$ cat src/rtl/core/cfa_pkg.sv
// Package for the contiguous frame allocator.
// Request kind codes, controller states and channel widths.
// No dependencies.
package cfa_pkg;

  // request kinds carried on in_tuser
  localparam logic [1:0] KIND_ALLOC = 2'd0;
  localparam logic [1:0] KIND_FREE  = 2'd1;
  localparam logic [1:0] KIND_QUERY = 2'd2;

  localparam int KIND_W  = 2;
  localparam int COUNT_W = 7;
  localparam int INDEX_W = 6;
  localparam int FIRST_W = 6;
  localparam int LEN_W   = 7;
  localparam int IN_W    = 16;
  localparam int OUT_W   = 16;

  typedef enum logic [2:0] {
    ST_CLR,
    ST_IDLE,
    ST_SCAN,
    ST_FILL,
    ST_FREE,
    ST_QRD,
    ST_QDATA,
    ST_RESP
  } cfa_state_t;

endpackage

$ cat src/rtl/core/contiguous_frame_allocator.sv
// First-fit contiguous frame allocator, top level.
// One occupancy bit per frame in a synchronous RAM, read-modify-write sequencer.
// Depends on cfa_pkg.
//
//   channel | handshake            | payload (lowest bit first)
//   --------+----------------------+------------------------------------------
//   in      | in_tvalid/in_tready  | tuser: kind; tdata: count, index
//   out     | out_tvalid/out_tready| tdata: status, first_frame, run_length,
//           |                      |        occupied
//
// Allocate: scan reads one frame per cycle from the map RAM until it finds a free run
// of count frames, then marks the run in the RAM and posts the result.
// Free: a RAM write per frame of the count. Query: a RAM read if the index is in range. Zero count: no RAM access.
// After reset a clearing pass writes every frame free, with in_tready low.
// One request at a time; a held result stalls only the next result, not acceptance.
module contiguous_frame_allocator #(
  parameter int FRAMES = 64
) (
  input  logic                     clk,
  input  logic                     rst_n,
  input  logic                     in_tvalid,
  output logic                     in_tready,
  input  logic [cfa_pkg::IN_W-1:0] in_tdata,   // count[6:0], index[12:7]
  input  logic [cfa_pkg::KIND_W-1:0] in_tuser, // kind[1:0]
  output logic                     out_tvalid,
  input  logic                     out_tready,
  output logic [cfa_pkg::OUT_W-1:0] out_tdata  // status[0], first_frame[6:1],
                                               // run_length[13:7], occupied[14]
);
  import cfa_pkg::*;

  localparam int AW = (FRAMES > 1) ? $clog2(FRAMES) : 1;
  localparam int PW = ((AW > COUNT_W) ? AW : COUNT_W) + 1;
  localparam logic [PW-1:0] FRAMES_P = PW'(FRAMES);

  cfa_state_t state_r, state_nxt;

  logic [PW-1:0]      pos_r, pos_nxt;
  logic [PW-1:0]      end_r, end_nxt;       // alloc: count during scan, run end in fill
  logic [PW-1:0]      start_r, start_nxt;
  logic [PW-1:0]      pend_pos_r, pend_pos_nxt;
  logic               pend_r, pend_nxt;
  logic [LEN_W-1:0]   run_r, run_nxt;
  logic               q_inrange_r, q_inrange_nxt;

  logic               res_status_r, res_status_nxt;
  logic [FIRST_W-1:0] res_first_r, res_first_nxt;
  logic [LEN_W-1:0]   res_len_r, res_len_nxt;
  logic               res_occ_r, res_occ_nxt;

  logic               out_tvalid_r, out_tvalid_nxt;
  logic [OUT_W-1:0]   out_tdata_r, out_tdata_nxt;

  logic               mem_we, mem_wd, mem_re;
  logic [AW-1:0]      mem_wa, mem_ra;
  logic               mem_q_r;
  logic               occ_mem [FRAMES];

  logic [KIND_W-1:0]  in_kind;
  logic [COUNT_W-1:0] in_count;
  logic [INDEX_W-1:0] in_index;
  logic               in_fire;
  logic               out_free;
  logic               scan_rd;
  logic [PW-1:0]      pos_inc;
  logic [LEN_W-1:0]   run_inc;
  logic [PW-1:0]      run_start;

  assign in_kind  = in_tuser;
  assign in_count = in_tdata[COUNT_W-1:0];
  assign in_index = in_tdata[COUNT_W +: INDEX_W];
  assign in_fire  = in_tvalid && in_tready;
  assign out_free = !out_tvalid_r || out_tready;
  assign scan_rd  = (state_r == ST_SCAN) && (pos_r < FRAMES_P);
  assign pos_inc  = pos_r + PW'(1);
  assign run_inc  = run_r + LEN_W'(1);
  assign run_start = (run_r == '0) ? pend_pos_r : start_r;

  // map RAM: one write port, one registered read port
  always_ff @(posedge clk) begin
    if (mem_we) begin
      occ_mem[mem_wa] <= mem_wd;
    end
    if (mem_re) begin
      mem_q_r <= occ_mem[mem_ra];
    end
  end

  // next state
  always_comb begin
    state_nxt = state_r;
    unique case (state_r)
      ST_CLR: begin
        if (pos_inc == FRAMES_P) state_nxt = ST_IDLE;
      end
      ST_IDLE: begin
        if (in_fire) begin
          unique case (in_kind)
            KIND_ALLOC: state_nxt = (in_count == '0) ? ST_RESP : ST_SCAN;
            KIND_FREE:  state_nxt = (in_count == '0) ? ST_RESP : ST_FREE;
            KIND_QUERY: state_nxt = ST_QRD;
            default:    state_nxt = ST_RESP;
          endcase
        end
      end
      ST_SCAN: begin
        if (pend_r && !mem_q_r && (run_inc == end_r[LEN_W-1:0])) state_nxt = ST_FILL;
        else if (!pend_r && !scan_rd) state_nxt = ST_RESP;
      end
      ST_FILL: begin
        if (pos_inc == end_r) state_nxt = ST_RESP;
      end
      ST_FREE: begin
        if (pos_inc == end_r) state_nxt = ST_RESP;
      end
      ST_QRD:   state_nxt = ST_QDATA;
      ST_QDATA: state_nxt = ST_RESP;
      ST_RESP: begin
        if (out_free) state_nxt = ST_IDLE;
      end
      default: state_nxt = ST_IDLE;
    endcase
  end

  // datapath next values
  always_comb begin
    pos_nxt        = pos_r;
    end_nxt        = end_r;
    start_nxt      = start_r;
    pend_nxt       = 1'b0;
    pend_pos_nxt   = pos_r;
    run_nxt        = run_r;
    q_inrange_nxt  = q_inrange_r;
    res_status_nxt = res_status_r;
    res_first_nxt  = res_first_r;
    res_len_nxt    = res_len_r;
    res_occ_nxt    = res_occ_r;
    out_tvalid_nxt = out_tvalid_r && !out_tready;
    out_tdata_nxt  = out_tdata_r;
    unique case (state_r)
      ST_CLR: begin
        pos_nxt = (pos_inc == FRAMES_P) ? '0 : pos_inc;
      end
      ST_IDLE: begin
        res_status_nxt = 1'b0;
        res_first_nxt  = '0;
        res_len_nxt    = '0;
        res_occ_nxt    = 1'b0;
        run_nxt        = '0;
        start_nxt      = '0;
        if (in_kind == KIND_ALLOC) begin
          pos_nxt = '0;
          end_nxt = PW'(in_count);
        end else begin
          pos_nxt = PW'(in_index);
          end_nxt = PW'(in_index) + PW'(in_count);
        end
        q_inrange_nxt = PW'(in_index) < FRAMES_P;
      end
      ST_SCAN: begin
        if (scan_rd) begin
          pos_nxt  = pos_inc;
          pend_nxt = 1'b1;
        end
        if (pend_r) begin
          if (!mem_q_r) begin
            start_nxt = run_start;
            run_nxt   = run_inc;
            if (run_inc == end_r[LEN_W-1:0]) begin
              // run found: switch to marking it
              pend_nxt      = 1'b0;
              pos_nxt       = run_start;
              end_nxt       = run_start + end_r;
              res_first_nxt = run_start[FIRST_W-1:0];
              res_len_nxt   = end_r[LEN_W-1:0];
            end
          end else begin
            run_nxt = '0;
          end
        end else if (!scan_rd) begin
          res_status_nxt = 1'b1;
        end
      end
      ST_FILL, ST_FREE: begin
        pos_nxt = pos_inc;
      end
      ST_QDATA: begin
        res_occ_nxt = q_inrange_r && mem_q_r;
      end
      ST_RESP: begin
        if (out_free) begin
          out_tvalid_nxt = 1'b1;
          out_tdata_nxt  = {1'b0, res_occ_r, res_len_r, res_first_r, res_status_r};
        end
      end
      default: begin
      end
    endcase
  end

  // outputs and RAM controls
  always_comb begin
    in_tready = (state_r == ST_IDLE);
    mem_we    = 1'b0;
    mem_wd    = 1'b0;
    mem_wa    = pos_r[AW-1:0];
    mem_re    = 1'b0;
    mem_ra    = pos_r[AW-1:0];
    unique case (state_r)
      ST_CLR:  mem_we = 1'b1;
      ST_SCAN: mem_re = scan_rd;
      ST_FILL: begin
        mem_we = 1'b1;
        mem_wd = 1'b1;
      end
      ST_FREE: mem_we = (pos_r < FRAMES_P);   // frames past the store are ignored
      ST_QRD:  mem_re = q_inrange_r;
      default: begin
      end
    endcase
  end

  assign out_tvalid = out_tvalid_r;
  assign out_tdata  = out_tdata_r;

  always_ff @(posedge clk) begin
    if (!rst_n) begin
      state_r      <= ST_CLR;
      pos_r        <= '0;
      pend_r       <= 1'b0;
      out_tvalid_r <= 1'b0;
    end else begin
      state_r      <= state_nxt;
      pos_r        <= pos_nxt;
      pend_r       <= pend_nxt;
      out_tvalid_r <= out_tvalid_nxt;
    end
  end

  always_ff @(posedge clk) begin
    end_r        <= end_nxt;
    start_r      <= start_nxt;
    pend_pos_r   <= pend_pos_nxt;
    run_r        <= run_nxt;
    q_inrange_r  <= q_inrange_nxt;
    res_status_r <= res_status_nxt;
    res_first_r  <= res_first_nxt;
    res_len_r    <= res_len_nxt;
    res_occ_r    <= res_occ_nxt;
    out_tdata_r  <= out_tdata_nxt;
  end

`ifndef SYNTH
  a_fill_in_range: assert property (@(posedge clk) disable iff (!rst_n)
    (state_r == ST_FILL) |-> (pos_r < FRAMES_P))
    else $error("fill write outside the frame store");

  a_run_below_count: assert property (@(posedge clk) disable iff (!rst_n)
    (state_r == ST_SCAN) |-> (PW'(run_r) < end_r))
    else $error("scan run reached count without switching to fill");

  a_fail_zero: assert property (@(posedge clk) disable iff (!rst_n)
    (out_tvalid_r && out_tdata_r[0]) |-> (out_tdata_r[14:1] == '0))
    else $error("failed allocation reported nonzero fields");

  a_result_from_resp: assert property (@(posedge clk) disable iff (!rst_n)
    $rose(out_tvalid_r) |-> ($past(state_r) == ST_RESP))
    else $error("result posted outside response state");
`endif

endmodule
$ cat config.mk
export PLATFORM = sky130hd
export DESIGN_NAME = contiguous_frame_allocator
export DESIGN_NICKNAME = d
export VERILOG_FILES = /design/src/rtl/core/cfa_pkg.sv /design/src/rtl/core/contiguous_frame_allocator.sv
export SDC_FILE = /design/constraint.sdc
export NUM_CORES = 1
export LEC_CHECK = 0
export ABC_AREA = 1
export CAP_MARGIN = 20
export CORE_AREA = 2 2 138 140
export DETAILED_ROUTE_END_ITERATION = 10
export DIE_AREA = 0 0 140 142
export DONT_BUFFER_PORTS = 1
export PLACE_DENSITY = 0.52
export SLEW_MARGIN = 20
export SYNTH_ARGS = -nofsm -noshare
export SYNTH_HDL_FRONTEND = slang
export SYNTH_SLANG_ARGS = --single-unit
$ cat constraint.sdc
create_clock -name clk -period 3.6 [get_ports clk]
set_input_delay 0.54 -clock clk [delete_from_list [all_inputs] [get_ports clk]]
set_output_delay 0.54 -clock clk [all_outputs]
set_load 0.03 [all_outputs]
==> run metrics, run 1 <==
nature of the critical path endpoint flip-flop; Worst-Skew Late Latency 0.42 ns; Starting Density 39.2%; Tot GR Track Use 19.1%; DR pass1 iterations 8; worst reg2reg path depth 13; Peak VDD IR 391 uV; post-synthesis cell count 797; Die H 142 um; violated checks design-rule violations; Max clock buf depth 2; data required time of the critical path 3.77 ns; final worst path period need 3.09 ns; Slew headroom 36.1%; I/O pins 40; Finish-stage setup viols 0; post_cts resized 0; routed wire length per instance 17.1 um; critical path's slowest cell edfxtp_1; clock root buffer clkbuf_16; vias post-DR 5413; Clock Skew 0.00761 ns; final antenna-violating net count 0; CP arrival 3.26 ns; # port buffers 0; Num CTS Buffers 17; max-cap viol count 0; vias in the first global route 5295; number of diodes 0; largest net degree at the start of global routing 65; drt first-iter violations 463; CP Cell Sequence nor3_1 -> nand3_1 -> o21ai_0 -> inv_1 -> ha_1 -> inv_1 -> o31ai_1 -> and2_1 -> o21ai_0 -> nand2_1 -> a21oi_1 -> o21ai_0 -> o21ai_0; Area Growth Syn to Fin 11.6%; cell mode on critical path o21ai_0; Reg clk slew, reported paths 0.07 ns; HP Class primary input to flip-flop; fmax 324 MHz; vias per std cell 5.13; crit-path max FO 13; CP startpoint kind flip-flop; Final Hold Viols 0; total gr overflow 0; Async SR Flop Fraction 0%; Cell Pwr Density 779 nW/um^2; final WL 18100 um; Mapped Area 7240 um^2; htree depth 4; Leak 3.28 nW; Synthesized Nets 841; Synth Warn # 0; max-slew violations 0; Final TNS setup 0 ns; Synth Area per Inst 9.09 um^2; worst-margin pin slew 0.959 ns; clk sink count 139; # DRC 5; fin nets 852; die area 19900 um^2; number of fill cells 1810; share of cells above drive strength 1 9.26%; Distinct cells, synth 49; RSZ-0062 raised after global routing no; Die X 140 um; first-pass GRT wire length 29000 um; core area 18500 um^2; #FFs+latches synth 139; status finished, violations left; Top FF cell, synth edfxtp_1; CTS tree done; kind of critical path flip-flop to flip-flop; Total Power 6.30 mW; standard-cell rows 50; hold depth 2; hpwl dp 13000 um; initial antenna violation count 0; final period utilization 85.7%; Post-synth EDFFs 118; total setup buffers inserted after CTS 0; Worst path max stage delay 0.45 ns; gpl congestion 0.902; sequential fraction of the synthesis area 54.7%; hold buffers post-CTS 0
-- kinds of logic (layout without fill, tap and decap cells) --
kind of cell             Yosys count  after routing  synth area share (%)
buffers and inverters            125            149                  6.96
XOR/XNOR                          13             13                  1.68
multiplexers                       1              1                 0.138
adder cells (fa/ha/maj)           22             22                  4.01
AND/OR/NAND/NOR                  388            388                  23.4
flip-flops                       139            139                  54.7
AO/OA/AOI/OAI                    108            108                  9.05
other                              1              1                0.0518
-- cell type report --
type	instances	area [um^2]	area share (%)
inverter	110	420	5.20
sequential	139	3960	49.0
tap	234	293	3.62
timing repair buffer	7	65.1	0.805
multi-input combinational	533	2790	34.5
clock buffer	17	425	5.26
clock inverter	15	133	1.64
-- routing by layer --
layer  global-route usage [%]  part of all wire (%)  vias up
met5                        0                     0        -
met4                     5.79                   1.4        0
met3                     3.50                   3.5       18
met2                     31.0                    46      138
met1                     26.3                    49     2585
li1                         -                     -     2672
-- worst max-delay path: cells and delay by family, from the launching register on --
kind                     cells  cell delay, ns
buffers and inverters        2            0.17
AO/OA/AOI/OAI                6            0.96
adder cells (fa/ha/maj)      1            0.38
AND/OR/NAND/NOR              4            0.89
flip-flops                   1            0.45
-- layout by cell type (no fill, tap or decap), types with 6 or more instances in the layout --
cell	n
dfxtp_1	21
nand3_1	25
xor2_1	8
clkinv_1	6
buf_4	6
nand4_1	12
o21ai_0	42
nor2_1	129
a21oi_1	24
clkbuf_16	17
nor2_4	6
inv_1	100
nand2_2	7
ha_1	20
nor3_1	7
a221oi_1	7
edfxtp_1	118
nand2_1	187
a22oi_1	8
-- path summary, 6_finish.rpt --
path	slack [ns]	to	start
min reg2reg	0.42	out_tdata[8]$_DFFE_PP_	res_len_r[1]$_SDFFCE_PN0P_
max reg2reg	0.51	end_r[6]$_DFFE_PP_	run_r[5]$_SDFFCE_PP0P_
max	0.51	end_r[6]$_DFFE_PP_	run_r[5]$_SDFFCE_PP0P_
min	0.24	state_r[1]$_SDFFE_PN0P_	rst_n
-- synthesized netlist by cell type, types with 3 or more instances --
| master | number | area share (%) |
|---|---|---|
| a21oi_1 | 25 | 1.7 |
| a221oi_1 | 7 | 0.85 |
| a22oi_1 | 8 | 0.83 |
| buf_2 | 4 | 0.28 |
| buf_4 | 6 | 0.62 |
| clkbuf_1 | 4 | 0.21 |
| clkinv_1 | 5 | 0.26 |
| dfxtp_1 | 21 | 5.8 |
| edfxtp_1 | 118 | 49 |
| ha_1 | 20 | 3.5 |
| inv_1 | 100 | 5.2 |
| inv_2 | 3 | 0.16 |
| nand2_1 | 187 | 9.7 |
| nand2_2 | 7 | 0.60 |
| nand3_1 | 25 | 1.7 |
| nand3_2 | 3 | 0.41 |
| nand3_4 | 4 | 0.97 |
| nand4_1 | 12 | 1.0 |
| nor2_1 | 130 | 6.7 |
| nor2_4 | 5 | 0.78 |
| nor3_1 | 7 | 0.48 |
| o211ai_1 | 5 | 0.52 |
| o21ai_0 | 42 | 2.9 |
| o21ai_2 | 5 | 0.60 |
| o21bai_1 | 3 | 0.31 |
| xnor2_1 | 4 | 0.48 |
| xor2_1 | 8 | 0.97 |
-- power by group --
part / internal [mW] / switching, mW
clock: 0.908 / 0.753
combinational: 0.689 / 1.53
sequential: 2.15 / 0.270
-- stage by stage --
step	area, um^2	hold slack, ns	setup WS (ns)	utilization [%]	std cells
6_report	8090	0.240	0.513	43.8	1055
5_1_grt	8090	0.240	0.234	43.8	1055
4_1_cts	8090	0.227	0.491	43.8	1055
3_5_place_dp	7530	0.410	0.520	40.8	1023
3_3_place_gp	7530	0.404	0.557	40.8	1023
2_1_floorplan	7240	0.332	0.432	-	797
-- flip-flops by register name (all words and copies together), names as in the netlist, 3 cells and up --
signal and cells:
state_r 3, pend_pos_nxt 8, pend_pos_r 8, start_r 8, occ_mem 64, res_first_r 6, res_len_r 7, run_r 7
end_r 8, out_tdata 15
Note: power is estimated with default switching activity, not from simulation.
==> run 2, diff against run 1 <==
- PLACE_DENSITY: 0.52 -> unset
- PLACE_DENSITY_LB_ADDON: unset -> 0.08
==> run 2 against run 1 <==
Against the previous run: maximum frequency fell by 2.2%; cell area rose by 0.80%; clock-buffer cell count did not move; global-route usage rose by 0.29 points; die area did not move; flip-flop and latch count did not move; clock skew barely moved; setup slack got worse by 0.069 ns; the flow still finishes with violations (design-rule violations); final cell count rose by 0.28%; non-clock buffer count rose by 3.
==> run metrics, run 2 (synthesis gave the netlist of run 1 again) <==
max-slew violations 0 (unchanged); core area 18500 um^2 (unchanged); data required time of the critical path 3.78 ns (about the same); status finished, violations left; crit-path max FO 13 (unchanged); post_cts resized 0 (unchanged); CP startpoint kind flip-flop; Tot GR Track Use 19.4% (+0.29 points); Starting Density 39.2% (unchanged); cell mode on critical path o21ai_0; Most flops, register occ_mem; total setup buffers inserted after CTS 0 (unchanged); CP arrival 3.33 ns (+0.07 ns); violated checks design-rule violations; largest net degree at the start of global routing 65 (unchanged); Peak VDD IR 403 uV (+3.0%); final worst path period need 3.16 ns (+0.0692 ns); # port buffers 0 (unchanged); max reg flops 64 (unchanged); Placed Cells 1026 (+0.29%); DR pass1 iterations 8 (unchanged); Num CTS Buffers 17 (unchanged); fin nets 855 (+0.35%); Worst-Skew Late Latency 0.43 ns (about the same); Hold WS 0.236 ns (-0.00386 ns); Finish-stage setup viols 0 (unchanged); Die X 140 um (unchanged); max-cap viol count 0 (unchanged); fmax 317 MHz (-2.2%); CP Buf/Inv Count 2 (unchanged); htree depth 4 (unchanged); Area Growth Syn to Fin 12.5%; Finished Layout Cells 1058 (+0.28%); Final Hold Viols 0 (unchanged); Final TNS setup 0 ns (unchanged); Leak 3.32 nW (+1.2%); CTS tree done; CP Cell Sequence nor3_1 -> nand3_1 -> o21ai_0 -> inv_1 -> ha_1 -> inv_1 -> o31ai_1 -> and2_1 -> o21ai_0 -> nand2_1 -> a21oi_1 -> o21ai_0 -> o21ai_0; nature of the critical path endpoint flip-flop; die area 19900 um^2 (unchanged); clk sink count 139 (unchanged); Cell Pwr Density 800 nW/um^2 (+2.7%); HP Class primary input to flip-flop; kind of critical path flip-flop to flip-flop; initial antenna violation count 0 (unchanged); CP delay by family, top compound AO/OA/AOI/OAI gates; # DRC 3 (-2); hpwl dp 13100 um (+0.97%); Worst path max stage delay 0.45 ns (about the same); drt first-iter violations 402 (-13%); total gr overflow 0 (unchanged); standard-cell rows 50 (unchanged); commonest non-fill, non-tap cell in the layout nand2_1; RSZ-0062 raised after global routing no; clock root buffer clkbuf_16; Clock Skew 0.00735 ns (-0.000257 ns); gpl congestion 0.842 (-6.7%); number of diodes 0 (unchanged); vias in the first global route 5285 (-0.19%); Slew headroom 38.0% (+1.9 points); final period utilization 87.7% (+1.9 points); share of cells above drive strength 1 9.59% (+0.33 points); worst-margin pin slew 0.931 ns (-0.0284 ns); final WL 18500 um (+2.5%); Reg clk slew, reported paths 0.06 ns (about the same); I/O pins 40 (unchanged); Die H 142 um (unchanged); vias per std cell 5.14 (+0.12%); routed wire length per instance 17.5 um (+2.2%); vias post-DR 5435 (+0.41%); hold buffers post-CTS 0 (unchanged); critical path's slowest cell edfxtp_1; most frequent cells in the layout 187 x nand2_1, 129 x nor2_1, 118 x edfxtp_1; first-pass GRT wire length 28900 um (-0.43%); Max clock buf depth 2 (unchanged); final antenna-violating net count 0 (unchanged)
==> run 2: cell types whose count changed in the layout (fill, tap and decap cells not counted) <==
cell | previous run | this run
bufinv_16 | 0 | 3
buf_4 | 6 | 10
inv_6 | 2 | 4
buf_12 | 1 | 0
clkinvlp_4 | 2 | 1
inv_8 | 5 | 1
==> run 2: path summary, 6_finish.rpt <==
path / from / slack [ns] / depth (start not counted) / end
worst max-delay path: run_r[5]$_SDFFCE_PP0P_ / 0.44 / 13 / end_r[6]$_DFFE_PP_
worst min-delay path: rst_n / 0.24 / 2 / state_r[2]$_SDFFE_PN0P_
worst max register to register: run_r[5]$_SDFFCE_PP0P_ / 0.44 / 13 / end_r[6]$_DFFE_PP_
worst min register to register: res_first_r[3]$_SDFFCE_PN0P_ / 0.42 / 0 / out_tdata[4]$_DFFE_PP_
==> run 2: routing by layer <==
layer / GRT usage, % / wire (um) / part of all wire [%] / up-vias
met5: 0 / 0 / 0 / -
met4: 7.23 / 398 / 2.2 / 0
met3: 3.90 / 834 / 4.5 / 31
met2: 29.4 / 8160 / 44 / 151
met1: 27.6 / 9110 / 49 / 2586
li1: - / - / - / 2667
==> run 2: through the flow <==
stage	cell area (um^2)	power, mW	setup slack, ns	util [%]
floorplan	7240	4.01	0.432	-
global placement	7540	4.69	0.447	40.8
detailed placement	7540	4.71	0.479	40.8
CTS	8150	6.55	0.457	44.2
global route	8150	6.94	0.0837	44.2
finish	8150	6.52	0.444	44.2
==> run 2: area by class of cell <==
| type | instances | area, um^2 |
|---|---|---|
| Clock buffer | 17 | 425 |
| Clock inverter | 15 | 188 |
| Fill cell | 1790 | 10300 |
| Inverter | 110 | 420 |
| Multi-Input combinational cell | 533 | 2790 |
| Sequential cell | 139 | 3960 |
| Tap cell | 234 | 293 |
| Timing Repair Buffer | 10 | 75.1 |
==> run 2: worst register-to-register path, delay by kind of cell (launching register included) <==
kind | cells | cell delay (ns)
adders and majority gates | 1 | 0.37
buffers and inverters | 2 | 0.18
AOI/OAI and AO/OA | 6 | 0.98
DFF | 1 | 0.45
and+or+nand+nor | 4 | 0.92
==> run 2: power by group <==
group	switching [mW]	internal, mW
clock network	0.727	1.10
registers	0.251	2.15
logic	1.60	0.691
==> run 3, diff against run 2 <==
- ABC_AREA: 1 -> unset
- CORE_AREA: 2 2 138 140 -> 2 2 140 142
- DIE_AREA: 0 0 140 142 -> 0 0 142 144
==> run 3 against run 2 <==
Against the previous run: the flow now finishes without violations; total power decreased by 46%; clock power decreased by 13%; wire length increased by 4.7%; cell area increased by 1.4%; clock-buffer cell count unchanged; flip-flop and latch count unchanged; global-route usage increased by 0.29 points; non-clock buffer count increased by 10; die area increased by 2.9%; critical path type unchanged; largest power group unchanged.
==> run metrics, run 3 <==
Layout Utilization 43.3% (-0.85 points); most frequent cell after synthesis edfxtp_1; top cell type's share of synthesized area 47.7% (-1.2 points); largest family of logic cells by synthesized area simple AND/OR/NAND/NOR gates; worst setup path start run_r[0]$_SDFFCE_PP0P_; final antenna-violating net count 0 (unchanged); Distinct cells, synth 68 (+39%); hold depth 1 (-1); reg2reg start run_r[0]$_SDFFCE_PP0P_; Total Power 3.52 mW (-46%); Slew headroom 35.4% (-2.5 points); Finish-stage setup viols 0 (unchanged); CTS tree done; Area Growth Syn to Fin 11.2%; most frequent cells in the layout 118 x edfxtp_1, 108 x nor2_1, 41 x nand2_1; data required time of the critical path 3.73 ns (-0.05 ns); CP startpoint kind flip-flop; Finished Layout Cells 928 (-12%); htree depth 4 (unchanged); largest net degree at the start of global routing 69 (+6.2%); Worst path max stage delay 0.47 ns (+0.02 ns); Die H 144 um (+1.4%); CP arrival 3.41 ns (+0.08 ns); first-pass GRT wire length 30200 um (+4.4%); critical path's slowest cell edfxtp_1; Num CTS Buffers 17 (unchanged); simple-gate share of the synthesized area 15.3% (-8.1 points); final WL 19400 um (+4.7%); fmax 305 MHz (-3.8%); I/O pins 40 (unchanged); ranking of synthesized cells by area edfxtp_1 48%, dfxtp_1 5.7%, nor2_1 5.5%; RSZ-0062 raised after global routing no; crit-path max FO 6 (-7); global-route met2 utilization 31.3% (+1.9 points); Leak 2.78 nW (-16%); #FFs+latches synth 139 (unchanged); Final Hold Viols 0 (unchanged); r2r setup slk 0.32 ns (-0.12 ns); max-slew violations 0 (unchanged); Reg clk slew, reported paths 0.07 ns (about the same); fin nets 721 (-16%); Adder-Cell Fraction of Synth Area 3.91% (-0.10 points); DR pass1 iterations 5 (-3); gpl congestion 0.883 (+4.9%); routed wire length per instance 20.9 um (+19%); share of cells above drive strength 1 10.3% (+0.72 points); commonest non-fill, non-tap cell in the layout edfxtp_1; standard-cell rows 51 (+2.0%); Post-synth EDFFs 118 (unchanged); GR peak layer met2; vias per std cell 5.69 (+11%); Async SR Flop Fraction 0% (unchanged); clock root buffer clkbuf_16; Synth Warn # 0 (unchanged); Placed Cells 896 (-13%); max-cap viol count 0 (unchanged); met3 Use GR 4.77% (+0.87 points); Peak VDD IR 365 uV (-9.3%); vias post-DR 5280 (-2.9%); worst reg2reg path depth 14 (+1); Yosys top cell by area edfxtp_1; max reg flops 64 (unchanged); Tot GR Track Use 19.7% (+0.29 points); nature of the critical path endpoint flip-flop; HP Class primary input to flip-flop; post-synthesis cell count 680 (-15%); setup ws final 0.321 ns (-0.123 ns); CP Cell Sequence inv_1 -> ha_1 -> nor4b_1 -> nand2_1 -> buf_4 -> mux2i_1 -> inv_1 -> ha_1 -> a21oi_1 -> o21bai_1 -> a21oi_1 -> o21ai_0 -> xnor2_1 -> o21ai_0; status finished clean; clk sink count 139 (unchanged); most frequent cells after synthesis 118 x edfxtp_1, 108 x nor2_1, 41 x nand2_1, 40 x a21oi_1, 29 x o21ai_0; Synthesized Nets 724 (-14%); initial antenna violation count 0 (unchanged); sequential fraction of the synthesis area 53.4% (-1.4 points); # DRC 0 (-3); drt first-iter violations 557 (+39%); Synth Area in XOR/XNOR 6.38% (+4.7 points); final period utilization 91.1% (+3.4 points); Setup WS pre-CTS 0.356 ns (-0.124 ns); core area 19100 um^2 (+3.4%); Top FF cell, synth edfxtp_1; Cell Pwr Density 426 nW/um^2 (-47%); total gr overflow 0 (unchanged); kind of critical path flip-flop to flip-flop; Most flops, register occ_mem; vias in the first global route 5247 (-0.72%); hpwl dp 13300 um (+1.7%); Mapped Area 7430 um^2 (+2.6%); met1 Use GR 27.0% (-0.65 points); hold buffers post-CTS 0 (unchanged); capture point of the worst path end_r[7]$_DFFE_PP_; Synth Area per Inst 10.9 um^2 (+20%); Max clock buf depth 2 (unchanged); compound-gate portion of the synthesized area 12.6% (+3.5 points); total setup buffers inserted after CTS 0 (unchanged); final worst path period need 3.28 ns (+0.123 ns); # port buffers 0 (unchanged); worst-margin pin slew 0.964 ns (+0.0337 ns); post_cts resized 0 (unchanged); Final TNS setup 0 ns (unchanged); Starting Density 38.9% (-0.31 points); worst r2r dst end_r[7]$_DFFE_PP_; die area 20400 um^2 (+2.9%); post-synthesis mux area share 4.61% (+4.5 points); Clock Skew 0.0147 ns (+0.00737 ns); Die X 142 um (+1.4%); Worst-Skew Late Latency 0.42 ns (about the same)
-- run 3: changes by cell type after synthesis, moves of 15 or more --
cell / previous run / this run
clkbuf_1: 4 / 24
xnor2_1: 4 / 26
nand2_1: 187 / 41
a21oi_1: 25 / 40
nor2_1: 130 / 108
inv_1: 100 / 26
-- run 3: logic make-up (layout without fill, tap and decap cells) --
| group | count (synthesis) | after routing |
|---|---|---|
| compound gates | 139 | 139 |
| xor+xnor | 43 | 43 |
| fa+ha+maj | 22 | 22 |
| buf+inv | 70 | 79 |
| flops | 139 | 139 |
| mux | 26 | 26 |
| other cells | 1 | 2 |
| simple gates | 240 | 240 |
-- run 3: worst min path at each step --
stage	startpoint	to	slack, ns
finish	rst_n	pend_pos_nxt[7]$_SDFFE_PN0P_	0.25
global route	rst_n	pend_pos_nxt[7]$_SDFFE_PN0P_	0.22
CTS	rst_n	pend_pos_nxt[7]$_SDFFE_PN0P_	0.23
detailed placement	res_first_r[5]$_SDFFCE_PN0P_	out_tdata[6]$_DFFE_PP_	0.40
global placement	res_len_r[1]$_SDFFCE_PN0P_	out_tdata[8]$_DFFE_PP_	0.41
floorplan	pend_pos_nxt[4]$_SDFFE_PN0P_	pend_pos_r[4]$_DFF_P_	0.33
-- run 3: layout make-up --
cell class | instances | area, um^2
antenna | 1 | 2.50
tap | 238 | 298
inverter | 28 | 105
clock inverter | 14 | 105
fill | 1817 | 10800
multi-input combinational | 471 | 3200
clock buffer | 17 | 425
sequential | 139 | 3970
timing repair buffer | 20 | 163
-- run 3: per-stage QoR --
stage	hold WS (ns)	area (um^2)
after floorplan	0.326	7430
after global placement	0.406	7730
after detailed placement	0.405	7730
after CTS	0.228	8260
after global routing	0.223	8260
final	0.247	8270
-- run 3: worst max-delay path: cells and delay by family, from the launching register on --
| family | cells | cell delay [ns] |
|---|---|---|
| simple gates | 2 | 0.46 |
| fa+ha+maj | 2 | 0.48 |
| flops | 1 | 0.47 |
| buf+inv | 3 | 0.44 |
| mux | 1 | 0.20 |
| xor+xnor | 1 | 0.16 |
| compound gates | 5 | 0.78 |
-- run 3: layer usage --
layer	share of wire (%)	routed length (um)
met5	0	0
met4	1.2	235
met3	6.1	1190
met2	46	8960
met1	46	9000
-- run 3: power breakdown --
group | switching [mW] | internal, mW | leakage, nW | total [mW]
clock | 0.670 | 0.931 | 0.246 | 1.60
sequential | 0.00528 | 1.73 | 1.11 | 1.74
combinational | 0.114 | 0.0695 | 1.42 | 0.183
